--- src/sv/rwcp_pkg.sv ---
// Shared types and constants for the RIFF/WAVE chunk parser.
package rwcp_pkg;

  // Four-character codes as little-endian words
  localparam logic [31:0] TAG_RIFF = 32'h4646_4952;
  localparam logic [31:0] TAG_WAVE = 32'h4556_4157;
  localparam logic [31:0] TAG_FMT  = 32'h2074_6D66;
  localparam logic [31:0] TAG_DATA = 32'h6174_6164;

  // Configuration register map
  localparam int unsigned CFG_IDX_W  = 2;
  localparam int unsigned CFG_DATA_W = 8;
  localparam logic [CFG_IDX_W-1:0] CFG_WANT_FORMAT    = 2'd0;
  localparam logic [CFG_IDX_W-1:0] CFG_WANT_DATA      = 2'd1;
  localparam logic [CFG_IDX_W-1:0] CFG_MIN_FORMAT_LEN = 2'd2;

  localparam logic [7:0] MIN_FORMAT_RESET = 8'd14;

  // Header byte counts at which a word is complete
  localparam logic [3:0] HDR_WORD0 = 4'd4;
  localparam logic [3:0] HDR_WORD1 = 4'd8;
  localparam logic [3:0] HDR_WORD2 = 4'd12;

  typedef enum logic [2:0] {
    ST_FOUND     = 3'd0,
    ST_NOT_WAVE  = 3'd1,
    ST_NOT_RIFF  = 3'd2,
    ST_FMT_SHORT = 3'd3,
    ST_END       = 3'd4
  } status_t;

  typedef enum logic [1:0] {
    PH_HEAD  = 2'd0,
    PH_CHUNK = 2'd1,
    PH_SKIP  = 2'd2
  } phase_t;

endpackage

--- src/sv/rwcp_ifs.sv ---
// Channel interfaces of the RIFF/WAVE chunk parser: byte input, result output, configuration.
interface rwcp_byte_if
  import rwcp_pkg::*;
  ();
  logic       valid;
  logic       ready;
  logic [7:0] file_byte;
  logic       start_of_file;

  modport source (output valid, output file_byte, output start_of_file, input ready);
  modport sink   (input valid, input file_byte, input start_of_file, output ready);
endinterface

interface rwcp_result_if
  import rwcp_pkg::*;
  ();
  logic        valid;
  logic        ready;
  logic [2:0]  status;
  logic [31:0] format_offset;
  logic [31:0] data_offset;
  logic [31:0] data_size;

  modport source (output valid, output status, output format_offset, output data_offset,
                  output data_size, input ready);
  modport sink   (input valid, input status, input format_offset, input data_offset,
                  input data_size, output ready);
endinterface

interface rwcp_cfg_if
  import rwcp_pkg::*;
  ();
  logic                  valid;
  logic                  ready;
  logic [CFG_IDX_W-1:0]  index;
  logic [CFG_DATA_W-1:0] data;

  modport source (output valid, output index, output data, input ready);
  modport sink   (input valid, input index, input data, output ready);
endinterface

--- src/sv/riff_wave_chunk_parser_top.sv ---
// Top level of the RIFF/WAVE chunk parser: byte-serial header and chunk walker.
//
// Usage: feed the file one byte per beat on the byte channel, with
// start_of_file high on byte 0. The parser checks the RIFF and WAVE tags,
// walks the chunk list up to RIFF length + 8, and reports the body offset
// of the "fmt " chunk plus body offset and size of the "data" chunk.
// Exactly one result beat leaves per file: found, a tag error, a format
// chunk that is too short, or end of list. Bytes after that are dropped
// until the next start flag. Configuration beats (want_format, want_data,
// min_format_bytes) are always taken; write them only while idle.
// Throughput: one byte per cycle. Each byte costs one position increment
// and one compare against the list end, all between the parse state
// registers and the result register.
// Latency: the result beat is valid the cycle after the byte that ends
// the parse. A single result register separates the sides; while it holds
// a beat the receiver has not taken, the byte channel stalls, and it
// resumes in the same cycle the receiver takes that beat.
// Reset: synchronous; the parser waits for a start flag, the result
// register empties and the configuration returns to 1, 1, 14.
module riff_wave_chunk_parser_top
  import rwcp_pkg::*;
(
  input  logic          clk,
  input  logic          rst,
  rwcp_byte_if.sink     bytes,
  rwcp_result_if.source results,
  rwcp_cfg_if.sink      cfg
);

  // Configuration registers
  logic       want_format;
  logic       want_data;
  logic [7:0] min_format_bytes;

  // Parse state
  phase_t      phase,               phase_next;
  logic        finished,            finished_next;
  logic [33:0] byte_position,       byte_position_next;
  logic [31:0] word_shift,          word_shift_next;
  logic [3:0]  hdr_count,           hdr_count_next;
  logic [31:0] riff_tag_word,       riff_tag_word_next;
  logic [32:0] riff_end,            riff_end_next;
  logic [31:0] chunk_tag,           chunk_tag_next;
  logic [32:0] skip_remaining,      skip_remaining_next;
  logic        format_found,        format_found_next;
  logic        data_found,          data_found_next;
  logic [31:0] saved_format_offset, saved_format_offset_next;
  logic [31:0] saved_data_offset,   saved_data_offset_next;
  logic [31:0] saved_data_size,     saved_data_size_next;

  // Result register
  logic        out_valid;
  status_t     out_status;
  logic [31:0] out_format_offset;
  logic [31:0] out_data_offset;
  logic [31:0] out_data_size;

  logic    accept;
  logic    emit;
  status_t emit_status;
  logic    chunk_closed;
  logic [31:0] word;

  // Take a byte whenever the result register is empty or draining
  assign bytes.ready = !out_valid || results.ready;
  assign accept      = bytes.valid && bytes.ready;
  assign cfg.ready   = 1'b1;

  assign word = {bytes.file_byte, word_shift[31:8]};

  // Configuration writes; unknown indexes are dropped
  always_ff @(posedge clk) begin
    if (rst) begin
      want_format      <= 1'b1;
      want_data        <= 1'b1;
      min_format_bytes <= MIN_FORMAT_RESET;
    end else if (cfg.valid && cfg.ready) begin
      case (cfg.index)
        CFG_WANT_FORMAT:    want_format      <= cfg.data[0];
        CFG_WANT_DATA:      want_data        <= cfg.data[0];
        CFG_MIN_FORMAT_LEN: min_format_bytes <= cfg.data;
        default: ;
      endcase
    end
  end

  // Per-byte parse step. A start flag clears the parse state first, then the
  // byte is handled against the cleared values.
  always_comb begin
    phase_next               = phase;
    finished_next            = finished;
    byte_position_next       = byte_position;
    word_shift_next          = word_shift;
    hdr_count_next           = hdr_count;
    riff_tag_word_next       = riff_tag_word;
    riff_end_next            = riff_end;
    chunk_tag_next           = chunk_tag;
    skip_remaining_next      = skip_remaining;
    format_found_next        = format_found;
    data_found_next          = data_found;
    saved_format_offset_next = saved_format_offset;
    saved_data_offset_next   = saved_data_offset;
    saved_data_size_next     = saved_data_size;
    emit                     = 1'b0;
    emit_status              = ST_END;
    chunk_closed             = 1'b0;

    if (accept && bytes.start_of_file) begin
      phase_next               = PH_HEAD;
      finished_next            = 1'b0;
      byte_position_next       = '0;
      word_shift_next          = '0;
      hdr_count_next           = '0;
      format_found_next        = 1'b0;
      data_found_next          = 1'b0;
      saved_format_offset_next = '0;
      saved_data_offset_next   = '0;
      saved_data_size_next     = '0;
    end

    if (accept && !finished_next) begin
      byte_position_next = byte_position_next + 34'd1;

      if (phase_next == PH_SKIP) begin
        skip_remaining_next = skip_remaining_next - 33'd1;
        chunk_closed        = (skip_remaining_next == '0);
      end else begin
        word_shift_next = word;
        hdr_count_next  = hdr_count_next + 4'd1;

        if (phase_next == PH_HEAD) begin
          if (hdr_count_next == HDR_WORD0) begin
            riff_tag_word_next = word;
          end else if (hdr_count_next == HDR_WORD1) begin
            riff_end_next = {1'b0, word} + 33'd8;
          end else if (hdr_count_next == HDR_WORD2) begin
            // Form type is checked before the RIFF tag
            if (word != TAG_WAVE) begin
              emit        = 1'b1;
              emit_status = ST_NOT_WAVE;
            end else if (riff_tag_word_next != TAG_RIFF) begin
              emit        = 1'b1;
              emit_status = ST_NOT_RIFF;
            end else begin
              chunk_closed = 1'b1;
            end
          end
        end else begin
          if (hdr_count_next == HDR_WORD0) begin
            chunk_tag_next = word;
          end else if (hdr_count_next == HDR_WORD1) begin
            hdr_count_next = '0;
            if (chunk_tag_next == TAG_FMT && want_format && !format_found_next) begin
              if (word < {24'd0, min_format_bytes}) begin
                emit        = 1'b1;
                emit_status = ST_FMT_SHORT;
              end else begin
                saved_format_offset_next = byte_position_next[31:0];
                format_found_next        = 1'b1;
                if (!want_data || data_found_next) begin
                  emit        = 1'b1;
                  emit_status = ST_FOUND;
                end
              end
            end else if (chunk_tag_next == TAG_DATA && want_data && !data_found_next) begin
              saved_data_offset_next = byte_position_next[31:0];
              saved_data_size_next   = word;
              // An empty data chunk is recorded but does not set data_found; it can still end the parse as found
              data_found_next        = (word != '0);
              if (!want_format || format_found_next) begin
                emit        = 1'b1;
                emit_status = ST_FOUND;
              end
            end
            if (!emit) begin
              // Pad the body to an even length; it is empty only for length zero
              skip_remaining_next = ({1'b0, word} + 33'd1) & ~33'd1;
              if (word == '0) begin
                chunk_closed = 1'b1;
              end else begin
                phase_next = PH_SKIP;
              end
            end
          end
        end
      end

      // Chunk boundary: stop at the list end, else read the next header
      if (chunk_closed) begin
        if (byte_position_next >= {1'b0, riff_end_next}) begin
          emit        = 1'b1;
          emit_status = ST_END;
        end else begin
          phase_next     = PH_CHUNK;
          hdr_count_next = '0;
        end
      end

      if (emit) begin
        finished_next = 1'b1;
      end
    end
  end

  always_ff @(posedge clk) begin
    if (rst) begin
      phase         <= PH_HEAD;
      finished      <= 1'b1;
      byte_position <= '0;
      hdr_count     <= '0;
    end else begin
      phase         <= phase_next;
      finished      <= finished_next;
      byte_position <= byte_position_next;
      hdr_count     <= hdr_count_next;
    end
  end

  always_ff @(posedge clk) begin
    if (rst) begin
      format_found <= 1'b0;
      data_found   <= 1'b0;
    end else begin
      format_found <= format_found_next;
      data_found   <= data_found_next;
    end
  end

  // Payload state; every field is written before it is read
  always_ff @(posedge clk) begin
    word_shift          <= word_shift_next;
    riff_tag_word       <= riff_tag_word_next;
    riff_end            <= riff_end_next;
    chunk_tag           <= chunk_tag_next;
    skip_remaining      <= skip_remaining_next;
    saved_format_offset <= saved_format_offset_next;
    saved_data_offset   <= saved_data_offset_next;
    saved_data_size     <= saved_data_size_next;
  end

  // Result register: load on emit, drop once the receiver takes the beat
  always_ff @(posedge clk) begin
    if (rst) begin
      out_valid <= 1'b0;
    end else if (emit) begin
      out_valid <= 1'b1;
    end else if (results.ready) begin
      out_valid <= 1'b0;
    end
  end

  always_ff @(posedge clk) begin
    if (emit) begin
      out_status        <= emit_status;
      out_format_offset <= saved_format_offset_next;
      out_data_offset   <= saved_data_offset_next;
      out_data_size     <= saved_data_size_next;
    end
  end

  assign results.valid         = out_valid;
  assign results.status        = out_status;
  assign results.format_offset = out_format_offset;
  assign results.data_offset   = out_data_offset;
  assign results.data_size     = out_data_size;

  // A result always closes the parse
  a_emit_finishes: assert property (@(posedge clk) disable iff (rst)
    emit |=> finished)
    else $error("result emitted without closing the parse");

  // Header byte count stays within the twelve-byte file header
  a_hdr_bound: assert property (@(posedge clk) disable iff (rst)
    hdr_count <= HDR_WORD2)
    else $error("header byte count out of range");

  // A chunk header never holds more than eight bytes
  a_chunk_hdr: assert property (@(posedge clk) disable iff (rst)
    (phase == PH_CHUNK) |-> (hdr_count < HDR_WORD1))
    else $error("chunk header count overran");

  // While skipping, a body byte is always still pending
  a_skip_nonzero: assert property (@(posedge clk) disable iff (rst)
    (phase == PH_SKIP && !finished) |-> (skip_remaining != '0))
    else $error("skip phase with nothing left to skip");

endmodule
--- src/flat_wrapper.sv ---
// flat-port wrapper written by rule: the top's interface ports become plain ports
module riff_wave_chunk_parser_top_flat import rwcp_pkg::*;
  (clk, rst, bytes_valid, bytes_file_byte, bytes_start_of_file, bytes_ready, results_valid, results_status, results_format_offset, results_data_offset, results_data_size, results_ready, cfg_valid, cfg_index, cfg_data, cfg_ready);
  rwcp_byte_if bytes_i ();
  rwcp_result_if results_i ();
  rwcp_cfg_if cfg_i ();
  input  logic clk;
  input  logic rst;
  input wire logic [$bits(bytes_i.valid)-1:0] bytes_valid;
  input wire logic [$bits(bytes_i.file_byte)-1:0] bytes_file_byte;
  input wire logic [$bits(bytes_i.start_of_file)-1:0] bytes_start_of_file;
  output wire logic [$bits(bytes_i.ready)-1:0] bytes_ready;
  output wire logic [$bits(results_i.valid)-1:0] results_valid;
  output wire logic [$bits(results_i.status)-1:0] results_status;
  output wire logic [$bits(results_i.format_offset)-1:0] results_format_offset;
  output wire logic [$bits(results_i.data_offset)-1:0] results_data_offset;
  output wire logic [$bits(results_i.data_size)-1:0] results_data_size;
  input wire logic [$bits(results_i.ready)-1:0] results_ready;
  input wire logic [$bits(cfg_i.valid)-1:0] cfg_valid;
  input wire logic [$bits(cfg_i.index)-1:0] cfg_index;
  input wire logic [$bits(cfg_i.data)-1:0] cfg_data;
  output wire logic [$bits(cfg_i.ready)-1:0] cfg_ready;
  assign bytes_i.valid = bytes_valid;
  assign bytes_i.file_byte = bytes_file_byte;
  assign bytes_i.start_of_file = bytes_start_of_file;
  assign bytes_ready = bytes_i.ready;
  assign results_valid = results_i.valid;
  assign results_status = results_i.status;
  assign results_format_offset = results_i.format_offset;
  assign results_data_offset = results_i.data_offset;
  assign results_data_size = results_i.data_size;
  assign results_i.ready = results_ready;
  assign cfg_i.valid = cfg_valid;
  assign cfg_i.index = cfg_index;
  assign cfg_i.data = cfg_data;
  assign cfg_ready = cfg_i.ready;
  riff_wave_chunk_parser_top u_core (.clk(clk), .rst(rst), .bytes(bytes_i), .results(results_i), .cfg(cfg_i));
endmodule
--- config.mk ---
export PLATFORM = sky130hd
export DESIGN_NAME = riff_wave_chunk_parser_top_flat
export DESIGN_NICKNAME = d
export VERILOG_FILES = /design/src/sv/rwcp_pkg.sv /design/src/sv/rwcp_ifs.sv /design/src/sv/riff_wave_chunk_parser_top.sv /design/src/flat_wrapper.sv
export SDC_FILE = /design/constraint.sdc
export NUM_CORES = 1
export LEC_CHECK = 0
export ABC_AREA = 1
export BUFFER_PORTS_ARGS = -buffer_cell sky130_fd_sc_hd__buf_2
export CAP_MARGIN = 25
export CORE_UTILIZATION = 60
export CTS_BUF_LIST = sky130_fd_sc_hd__clkbuf_8 sky130_fd_sc_hd__clkbuf_16
export DETAILED_ROUTE_END_ITERATION = 7
export GPL_ROUTABILITY_DRIVEN = 1
export PLACE_DENSITY_LB_ADDON = 0.25
export SKIP_LAST_GASP = 1
export SYNTH_ARGS = -nofsm -noshare
export SYNTH_HDL_FRONTEND = slang
export SYNTH_SLANG_ARGS = --single-unit
--- constraint.sdc ---
create_clock -name clk -period 14.81 [get_ports clk]
set_clock_uncertainty 0.15 [all_clocks]
set_input_delay 1.481 -clock clk [delete_from_list [all_inputs] [get_ports clk]]
set_output_delay 1.481 -clock clk [all_outputs]
set_load 0.01 [all_outputs]
==> results_tabular.tex <==
\begin{tabular}{lr}
\hline
Metric & Value \\
\hline
\multicolumn{2}{l}{\textbf{Die}} \\
\quad Initial cell density of the core & 0.610 \\
\quad Num ports & 126 \\
\quad Std cell rows & 65 \\
\quad Vertical extent of the die & 181 µm \\
\quad Core Area & 0.0315 mm² \\
\quad Total die area & 0.0327 mm² \\
\quad Horizontal die dimension & 181 µm \\
\multicolumn{2}{l}{\textbf{Routing}} \\
\quad Vias & 15534 \\
\quad Final Routed Wirelength & 57100 µm \\
\quad Via density per instance & 5.75 \\
\quad Antenna-violating nets left & 0 \\
\quad Number of iterations in the first detailed-routing pass & 6 \\
\quad Starting DRC count in detailed routing & 1383 \\
\quad Detailed-route wire length per cell & 21.1 µm \\
\quad DRC violations left & 0 \\
\multicolumn{2}{l}{\textbf{Synth}} \\
\quad Average cell area after synthesis & 8.86 µm² \\
\quad Post-synthesis sequential area ratio & 0.540 \\
\quad Net count after synthesis & 2238 \\
\quad Number of storage elements in the synthesis netlist & 403 \\
\quad Post-synth cell types & 56 \\
\quad Fraction of registers with async set or reset after synthesis & 0 \\
\quad Synthesized area & 0.0192 mm² \\
\quad Number of standard cells after synthesis & 2166 \\
\quad Most frequent cell after synthesis & sky130\_fd\_sc\_hd\_\_nand2\_1 \\
\quad Commonest cells in the synthesized netlist & sky130\_fd\_sc\_hd\_\_nand2\_1 (404), sky130\_fd\_sc\_hd\_\_inv\_1 (268), sky130\_fd\_sc\_hd\_\_edfxtp\_1 (229), sky130\_fd\_sc\_hd\_\_nor2\_1 (218), sky130\_fd\_sc\_hd\_\_dfxtp\_1 (174) \\
\quad Fraction of synthesized cell area taken by the top area cell type & 0.358 \\
\quad Number of enable flip-flop cells after synthesis & 229 \\
\quad Number of warnings reported in the yosys synthesis log & 0 \\
\quad Area contributors post-synth & sky130\_fd\_sc\_hd\_\_edfxtp\_1 (36\%), sky130\_fd\_sc\_hd\_\_dfxtp\_1 (18\%), sky130\_fd\_sc\_hd\_\_nand2\_1 (7.9\%) \\
\quad Top\_reg\_cell synth & sky130\_fd\_sc\_hd\_\_edfxtp\_1 \\
\quad Cell type with the largest total area after synthesis & sky130\_fd\_sc\_hd\_\_edfxtp\_1 \\
\multicolumn{2}{l}{\textbf{Pwr}} \\
\quad Leak pwr & 9.28 nW \\
\quad Peak ir drop on the vdd network & 0.000100 V \\
\quad Power density relative to cell area & 113 mW/mm² \\
\multicolumn{2}{l}{\textbf{Worst setup path}} \\
\quad Worst-path fanout max & 96 \\
\quad Library cell appearing most often on the critical path & sky130\_fd\_sc\_hd\_\_nand2\_1 \\
\quad Critical path capture point type & flip-flop \\
\quad Arr. time, crit path & 7.74 ns \\
\quad Critical path class & primary input to flip-flop \\
\quad Kind of launch point of the worst setup path & primary input \\
\quad Critical Path RT & 14.82 ns \\
\quad Master of the slowest instance on the critical path & sky130\_fd\_sc\_hd\_\_buf\_4 \\
\quad Worst path max stage delay & 0.72 ns \\
\multicolumn{2}{l}{\textbf{Timing}} \\
\quad Setup repair after global routing missed its margin & no \\
\quad Worst relative slew slack & 0.191 \\
\quad Final min period & 7.73 ns \\
\quad FMAX & 129 MHz \\
\quad Post-route worst setup slack & 7.08 ns \\
\quad Transition time at the pin with the least slew margin & 1.20 ns \\
\quad Final worst path period share & 0.522 \\
\quad Total negative setup slack & 0 ns \\
\quad Final hold violation count & 0 \\
\quad Number of max-slew violations in the final report & 0 \\
\quad Number of setup violations in the final report & 0 \\
\multicolumn{2}{l}{\textbf{Clock tree}} \\
\quad Number of clock buffers inserted by TritonCTS & 40 \\
\quad TritonCTS clock tree & built \\
\quad Root cell of the clock tree & sky130\_fd\_sc\_hd\_\_clkbuf\_16 \\
\quad Post-CTS setup-driven buffer insertion count & 0 \\
\quad Buffers from clock root to sink, at most & 3 \\
\quad CTS H-tree lvls & 2 \\
\quad Clk\_lat worst skew & 0.55 ns \\
\quad Clock sink count & 403 \\
\quad Hold buffers post-CTS & 0 \\
\quad Clock-pin transition on the worst setup and hold timing paths & 0.06 ns \\
\quad Post-CTS resize count & 0 \\
\multicolumn{2}{l}{\textbf{Global route}} \\
\quad Maximum number of pins on one net before global-route repair & 97 \\
\quad Via count of the first global-routing pass & 14949 \\
\quad Overall fraction of global-route tracks in use & 0.348 \\
\quad Global-route wire length before repair & 86300 µm \\
\quad Total gr overflow & 0 \\
\quad Initial antenna violation count & 1 \\
\multicolumn{2}{l}{\textbf{Placement}} \\
\quad Placed Area & 0.0201 mm² \\
\quad GP Congestion & 1.02 \\
\quad Post-placement setup slack & 6.68 ns \\
\quad Number of port buffers & 124 \\
\quad Final HPWL from detailed placement & 41300 µm \\
\multicolumn{2}{l}{\textbf{Status}} \\
\quad Status & finished, final reports clean \\
\multicolumn{2}{l}{\textbf{Min path}} \\
\quad Worst Hold Class & flip-flop to flip-flop \\
\multicolumn{2}{l}{\textbf{Layout}} \\
\quad Number of antenna diodes & 0 \\
\quad Layout overhead on the synthesized area & 11.6\% \\
\quad Number of nets at the end of the flow & 2342 \\
\quad Ratio of cells with drive above 1 in the final layout & 0.126 \\
\quad Post-layout instance area & 0.0214 mm² \\
\multicolumn{2}{l}{\textbf{Flow run}} \\
\quad Total of max-cap violations & 0 \\
\hline
\end{tabular}
-- stage by stage --
step                      hold slack (ns)   util  power (W)  instances
final                               0.309  0.681    0.00241       2703
after CTS                           0.317  0.681    0.00241       2703
after global placement              0.300  0.637    0.00141       2629
after detailed placement            0.308  0.638    0.00141       2630
after global routing                0.341  0.681    0.00248       2703
after floorplan                     0.270      -    0.00134       2166
-- cell usage in the layout (no fill, tap or decap), types with 12 or more instances in the layout --
master                      synthesis  final
sky130_fd_sc_hd__nand2_1          404    403
sky130_fd_sc_hd__inv_1            268    278
sky130_fd_sc_hd__edfxtp_1         229    229
sky130_fd_sc_hd__nor2_1           218    215
sky130_fd_sc_hd__dfxtp_1          174    174
sky130_fd_sc_hd__nand3_1          158    158
sky130_fd_sc_hd__o21ai_0          134    134
sky130_fd_sc_hd__buf_2             14    124
sky130_fd_sc_hd__o21ai_1           72     72
sky130_fd_sc_hd__xor2_1            71     71
sky130_fd_sc_hd__a21oi_1           67     67
sky130_fd_sc_hd__ha_1              48     48
sky130_fd_sc_hd__nand4_1           42     42
sky130_fd_sc_hd__clkbuf_16          0     42
sky130_fd_sc_hd__nor3_1            39     38
sky130_fd_sc_hd__or2_2             30     30
sky130_fd_sc_hd__inv_2             18     18
sky130_fd_sc_hd__xnor2_1           14     14
sky130_fd_sc_hd__a22oi_1           13     13
sky130_fd_sc_hd__nor4_1            12     12
-- logic make-up after synthesis --
group	Yosys count	share of synthesized area
AOI/OAI and AO/OA	317	0.0891
xor gates and xnor gates	86	0.0397
adders and majority gates	48	0.0313
buffers and inverters	361	0.0742
DFF	403	0.540
muxes	1	0.000522
other	1	0.000195
and+or+nand+nor	949	0.225
-- layout make-up --
type / instances / area (µm²)
Timing Repair Buffer: 135 / 723
Clock buffer: 49 / 1150
Tap cell: 402 / 503
Inverter: 288 / 1080
Clock inverter: 24 / 183
Multi-Input combinational cell: 1402 / 7420
Fill cell: 2480 / 10100
Sequential cell: 403 / 10400
-- routing by layer --
layer / vias up / global-route usage / routed length, µm
met5: - / 0 / 0
met1: 7234 / 0.430 / 22100
li1: 7412 / - / -
met4: 0 / 0.170 / 2930
met2: 734 / 0.600 / 27700
met3: 154 / 0.0502 / 4280
-- worst max-delay path: cells and delay by family --
kind | cells | cell delay [ns]
AO/OA/AOI/OAI | 2 | 0.58
buffers and inverters | 8 | 1.80
adder cells (fa/ha/maj) | 2 | 0.51
XOR/XNOR | 1 | 0.20
AND/OR/NAND/NOR | 20 | 3.06
-- path summary, 6_finish.rpt --
path,start,endpoint,slack (ns),depth (start not counted)
min reg2reg,u_core.min_format_bytes[4],u_core.min_format_bytes[4],0.31,2
max,results_ready,u_core.results.data_size[17],7.08,33
max reg2reg,u_core.results.valid,u_core.results.data_size[17],7.74,31
min,u_core.min_format_bytes[4],u_core.min_format_bytes[4],0.31,2
-- state kept, by name (all words and copies together), names as in the netlist --
signal	flops
u_core.results.status	3
u_core.results.data_offset	32
u_core.riff_end	33
u_core.finished	1
u_core.data_found	1
u_core.format_found	1
u_core.saved_format_offset	32
u_core.min_format_bytes	8
u_core.skip_remaining	33
u_core.want_data	1
u_core.want_format	1
u_core.chunk_tag	32
u_core.results.valid	1
u_core.results.data_size	32
u_core.hdr_count	4
u_core.byte_position	34
u_core.phase	2
u_core.word_shift	24
u_core.riff_tag_word	32
u_core.saved_data_size	32
u_core.saved_data_offset	32
u_core.results.format_offset	32
-- report_power, final --
part           switching [W]  leakage, nW  internal, W  total, W
combinational       0.000117         4.84    0.0000446  0.000162
sequential         0.0000315         3.75      0.00120   0.00123
clock               0.000433        0.680     0.000586   0.00102
total               0.000582         9.28      0.00183   0.00241
Note: power is estimated with default switching activity, not from simulation.
